===== src/stiu_pkg.sv =====
// ----------------------------------------------------------------------------
// Segment/triangle intersection package
// Shared constants for the intersection unit and its channel interfaces.
// ----------------------------------------------------------------------------
package stiu_pkg;

	localparam int NUM_LANES = 3;
	localparam int LANE_X    = 0;
	localparam int LANE_Y    = 1;
	localparam int LANE_Z    = 2;

endpackage


===== src/stiu_floor_div.sv =====
// ----------------------------------------------------------------------------
// Pipelined restoring divider
// Unsigned division, one quotient bit per register stage.
// ----------------------------------------------------------------------------
module stiu_floor_div
	import stiu_pkg::*;
#(
	parameter int NUMW = 71,
	parameter int DENW = 53,
	parameter int QB   = 18
) (
	input  logic            clk,
	input  logic            en,
	input  logic [NUMW-1:0] num,
	input  logic [DENW-1:0] den,
	output logic [QB-1:0]   quo
);
	localparam int SW = NUMW + QB;

	logic [NUMW-1:0] rem_s [QB];
	logic [DENW-1:0] den_s [QB];
	logic [QB-1:0]   quo_s [QB];

	for (genvar j = 0; j < QB; j++) begin : g_step
		localparam int K = QB - 1 - j;
		logic [NUMW-1:0] rem_in;
		logic [DENW-1:0] den_in;
		logic [QB-1:0]   quo_in;
		logic [SW-1:0]   rem_ext;
		logic [SW-1:0]   den_sh;
		logic [SW-1:0]   diff;
		logic            ge;

		if (j == 0) begin : g_first
			assign rem_in = num;
			assign den_in = den;
			assign quo_in = '0;
		end else begin : g_next
			assign rem_in = rem_s[j-1];
			assign den_in = den_s[j-1];
			assign quo_in = quo_s[j-1];
		end

		always_comb begin
			rem_ext = SW'(rem_in);
			den_sh  = SW'(den_in) << K;
			ge      = rem_ext >= den_sh;
			diff    = rem_ext - den_sh;
		end

		always_ff @(posedge clk) begin
			if (en) begin
				rem_s[j] <= ge ? diff[NUMW-1:0] : rem_in;
				den_s[j] <= den_in;
				quo_s[j] <= quo_in | (QB'(ge) << K);
			end
		end
	end

	assign quo = quo_s[QB-1];
endmodule


===== config.mk =====
export PLATFORM = sky130hd
export DESIGN_NAME = stiu_floor_div
export DESIGN_NICKNAME = d
export VERILOG_FILES = /design/src/stiu_pkg.sv /design/src/stiu_floor_div.sv
export SDC_FILE = /design/constraint.sdc
export NUM_CORES = 2
export LEC_CHECK = 0
export CELL_PAD_IN_SITES_DETAIL_PLACEMENT = 1
export CELL_PAD_IN_SITES_GLOBAL_PLACEMENT = 2
export CORE_MARGIN = 2
export CORE_UTILIZATION = 43
export DETAILED_ROUTE_END_ITERATION = 16
export DONT_BUFFER_PORTS = 1
export PLACE_DENSITY_LB_ADDON = 0.1
export SYNTH_ARGS = -nofsm -noshare
export SYNTH_HDL_FRONTEND = slang
export SYNTH_SLANG_ARGS = --single-unit

===== constraint.sdc =====
create_clock -name clk -period 5.4 [get_ports clk]
set_input_delay 0.27 -clock clk [delete_from_list [all_inputs] [get_ports clk]]
set_output_delay 0.27 -clock clk [all_outputs]
set_load 0.005 [all_outputs]

==> flow_summary.ini <==
[sta]
maxSlewHeadroom_pct = 12.7
period_share_pct = 96.4
tns_ns = 0
min_period_ns = 5.20
rsz0062_at_grt = no
fmax_mhz = 192
clock_skew_ns = 0.0968
setup_viol = 0
final.setup.worst_slack_ns = 0.195
worst_slew_pin_slew_ns = 1.31
finalMaxSlewViolations = 0
hold_viol_final = 0

[finish]
final_common_cell = edfxtp_1
synthToLayoutAreaGrowth_pct = 12.2
fillers = 34900
layout-drive-gt1-share_pct = 6.14
layout.nets = 14900
final_core_util_pct = 48.4
final_cell_mix = 2279 x edfxtp_1, 1453 x a21oi_1, 1235 x inv_1

[placed_design]
port_buffers = 0
gp_congestion = 0.970
dp_hpwl_um = 330000
post-place-ws_ns = -4.06

[synth]
yosysTopAreaCellShare_pct = 49.4
synthesis.nets = 14700
synth-seq-area-share_pct = 49.4
synth_edf_count = 2279
async_flop_share_pct = 0
ys_top_cells_by_area = edfxtp_1 49%, ha_1 8.6%, a21oi_1 5.3%, xnor2_1 3.4%, inv_1 3.3%
synth_cells = 13600
synth_ff_type = edfxtp_1
synth_top_cell_by_area = edfxtp_1
synth_xor_area_share_pct = 6.00
yosys.area_share.simple_pct = 12.2
avgSynthCellArea_um2 = 10.2
synth_compound_area_share_pct = 17.6
ys.warnings.count = 0
ys_ff_latch = 2279
muxShareOfSynthArea_pct = 0.880
synth_top_family_by_area = compound AO/OA/AOI/OAI gates
synth_cell_types = 118
synthAdderAreaFrac_pct = 8.87
netlist_area_um2 = 138000

[critical_path]
reg2reg_slack_ns = 0.29
start_kind = primary input
path_class = primary input to register
r2r_end = rem_s[16][4]
reg2reg_from = rem_s[15][14]
critPathMaxFanout = 35
crit_required_ns = 6.22
crit_start = den[2]
crit_path_end_kind = register
ff2ff_path_depth = 14
critical_path_arrival_ns = 6.02

[clock_network]
cts_root_buf = clkbuf_16
clockBufferDepth = 4
clk_pin_slew_ns = 0.06
cts_max_level = 5
cts_sinks = 2279
cts_tree = done
numCtsBuffers = 277
clk_latency_ns = 0.95

[run_status]
status = finished, final reports clean

[floorplanning]
die_w_um = 571
core_area_um2 = 321000
ios = 144
num_rows = 208
initial_utilization_pct = 43.2
dieArea_um2 = 327000
die_h_um = 571

[routing]
firstDrtPassIters = 6
routed_via_density = 5.58
drc_errors = 0
drt-total-wl_um = 421000
first_iter_violations = 4556
vias = 102000
ant_nets = 0
drt-wirelength-per-cell_um = 22.9

[global_route]
antenna_found_initial = 4
first_global_vias = 112000
grt_overflow = 0
grt_max_degree = 180
grt_pass1_wl_um = 640000
grtUsageTotal_pct = 25.3

[power]
peakVddDrop_mv = 0.368
p_per_area_nw_per_um2 = 570
power_uw = 88400
p_leak_uw = 0.0622

[worst_hold_path]
min_from = den[40]
hp-class = primary input to register
whs_path_depth = 1
min_to = den_s[0][40]

[run]
cap_violations = 0
-- cell usage after synthesis (all sizes together), types with 24 or more instances --
cell type  number
edfxtp       2279
a21oi        1458
inv          1246
nand2        1120
nor2         1038
ha            954
o21ai         887
a21o          561
xnor2         539
xor2          410
clkbuf        355
nand4         262
nand3         209
nor3          196
o21bai        169
buf           150
nor4          127
o21a          120
nor2b         118
a31oi         113
nand2b        111
mux2          102
o31ai          89
and3           87
a211oi         86
o211ai         73
or3            67
and2           57
a21boi         38
or2            35
or4            34
a211o          30
and4           30
nor4b          29
o31a           28
a221oi         26
a2111oi        24
-- flip-flops by register name (all words and copies together), names as in the netlist --
signal / cells
den_s: 901
rem_s: 1207
quo_s: 171
-- final cells by class --
type / count / area (µm²) / share of cell area (%)
sequential: 2279 / 68400 / 44.1
multi-input combinational: 9565 / 63300 / 40.8
clock buffer: 348 / 7370 / 4.74
tap: 4305 / 5390 / 3.47
timing repair buffer: 477 / 4770 / 3.07
inverter: 1246 / 4680 / 3.01
clock inverter: 137 / 1320 / 0.852
antenna: 3 / 7.51 / 0.00483
-- cell families after synthesis --
logic type | count (synthesis)
xor gates and xnor gates | 949
DFF | 2279
buffers and inverters | 1751
AOI/OAI and AO/OA | 3947
muxes | 109
and+or+nand+nor | 3589
adders and majority gates | 971
-- where the power goes --
| part | internal (µW) | switching (µW) |
|---|---|---|
| Sequential | 26200 | 2900 |
| Combinational | 16400 | 24900 |
| Clock | 10600 | 7440 |
-- worst max path at each step --
stage | to | slack (ns) | cells after the start
final | rem_s[0][19] | 0.20 | 18
after global routing | rem_s[16][1] | 0.12 | 14
after CTS | rem_s[0][65] | 0.03 | 16
after detailed placement | rem_s[14][0] | -4.06 | 9
after global placement | rem_s[14][0] | -3.68 | 9
after floorplan | rem_s[10][17] | 1.62 | 15
-- worst max-delay path, stage by stage --
cell,delay (ns)
dlygate4sd3_1,0.52
dlygate4sd3_1,0.60
inv_1,0.06
ha_1,0.40
nor4b_1,0.41
nand4_1,0.23
nor4_1,0.76
nand4_1,0.17
buf_4,0.25
nor4_1,0.45
nor4_1,0.15
o311ai_4,0.10
buf_12,0.16
buf_4,0.18
buf_4,0.40
nor2_1,0.12
a21oi_1,0.16
dlygate4sd3_1,0.59
-- metrics by stage --
stage / instances / cell area (µm²) / hold WS, ns
floorplan: 13600 / 138000 / 0.369
global placement: 17700 / 144000 / 0.369
detailed placement: 17700 / 144000 / 0.369
CTS: 18400 / 155000 / 0.00242
global route: 18400 / 155000 / 0.0434
finish: 18400 / 155000 / 0.0794
-- repair_timing --
item	in CTS	in global routing
buffers inserted	0	3
endpoints found under the setup margin	968	128
endpoints found under the hold margin	180	0
hold buffers	191	0
cloned	8	1
pin swaps	0	1
gates resized for setup	0	0
-- layer usage --
| layer | vias to the layer above | track usage (%) | part of all wire [%] | wire length (µm) |
|---|---|---|---|---|
| li1 | 50000 | - | - | - |
| met1 | 49500 | 23.2 | 34 | 144000 |
| met2 | 1849 | 50.3 | 55 | 229000 |
| met3 | 1040 | 2.65 | 2.4 | 10300 |
| met4 | 0 | 19.6 | 8.9 | 37400 |
| met5 | - | 0 | 0 | 0 |
Note: power is estimated with default switching activity, not from simulation.
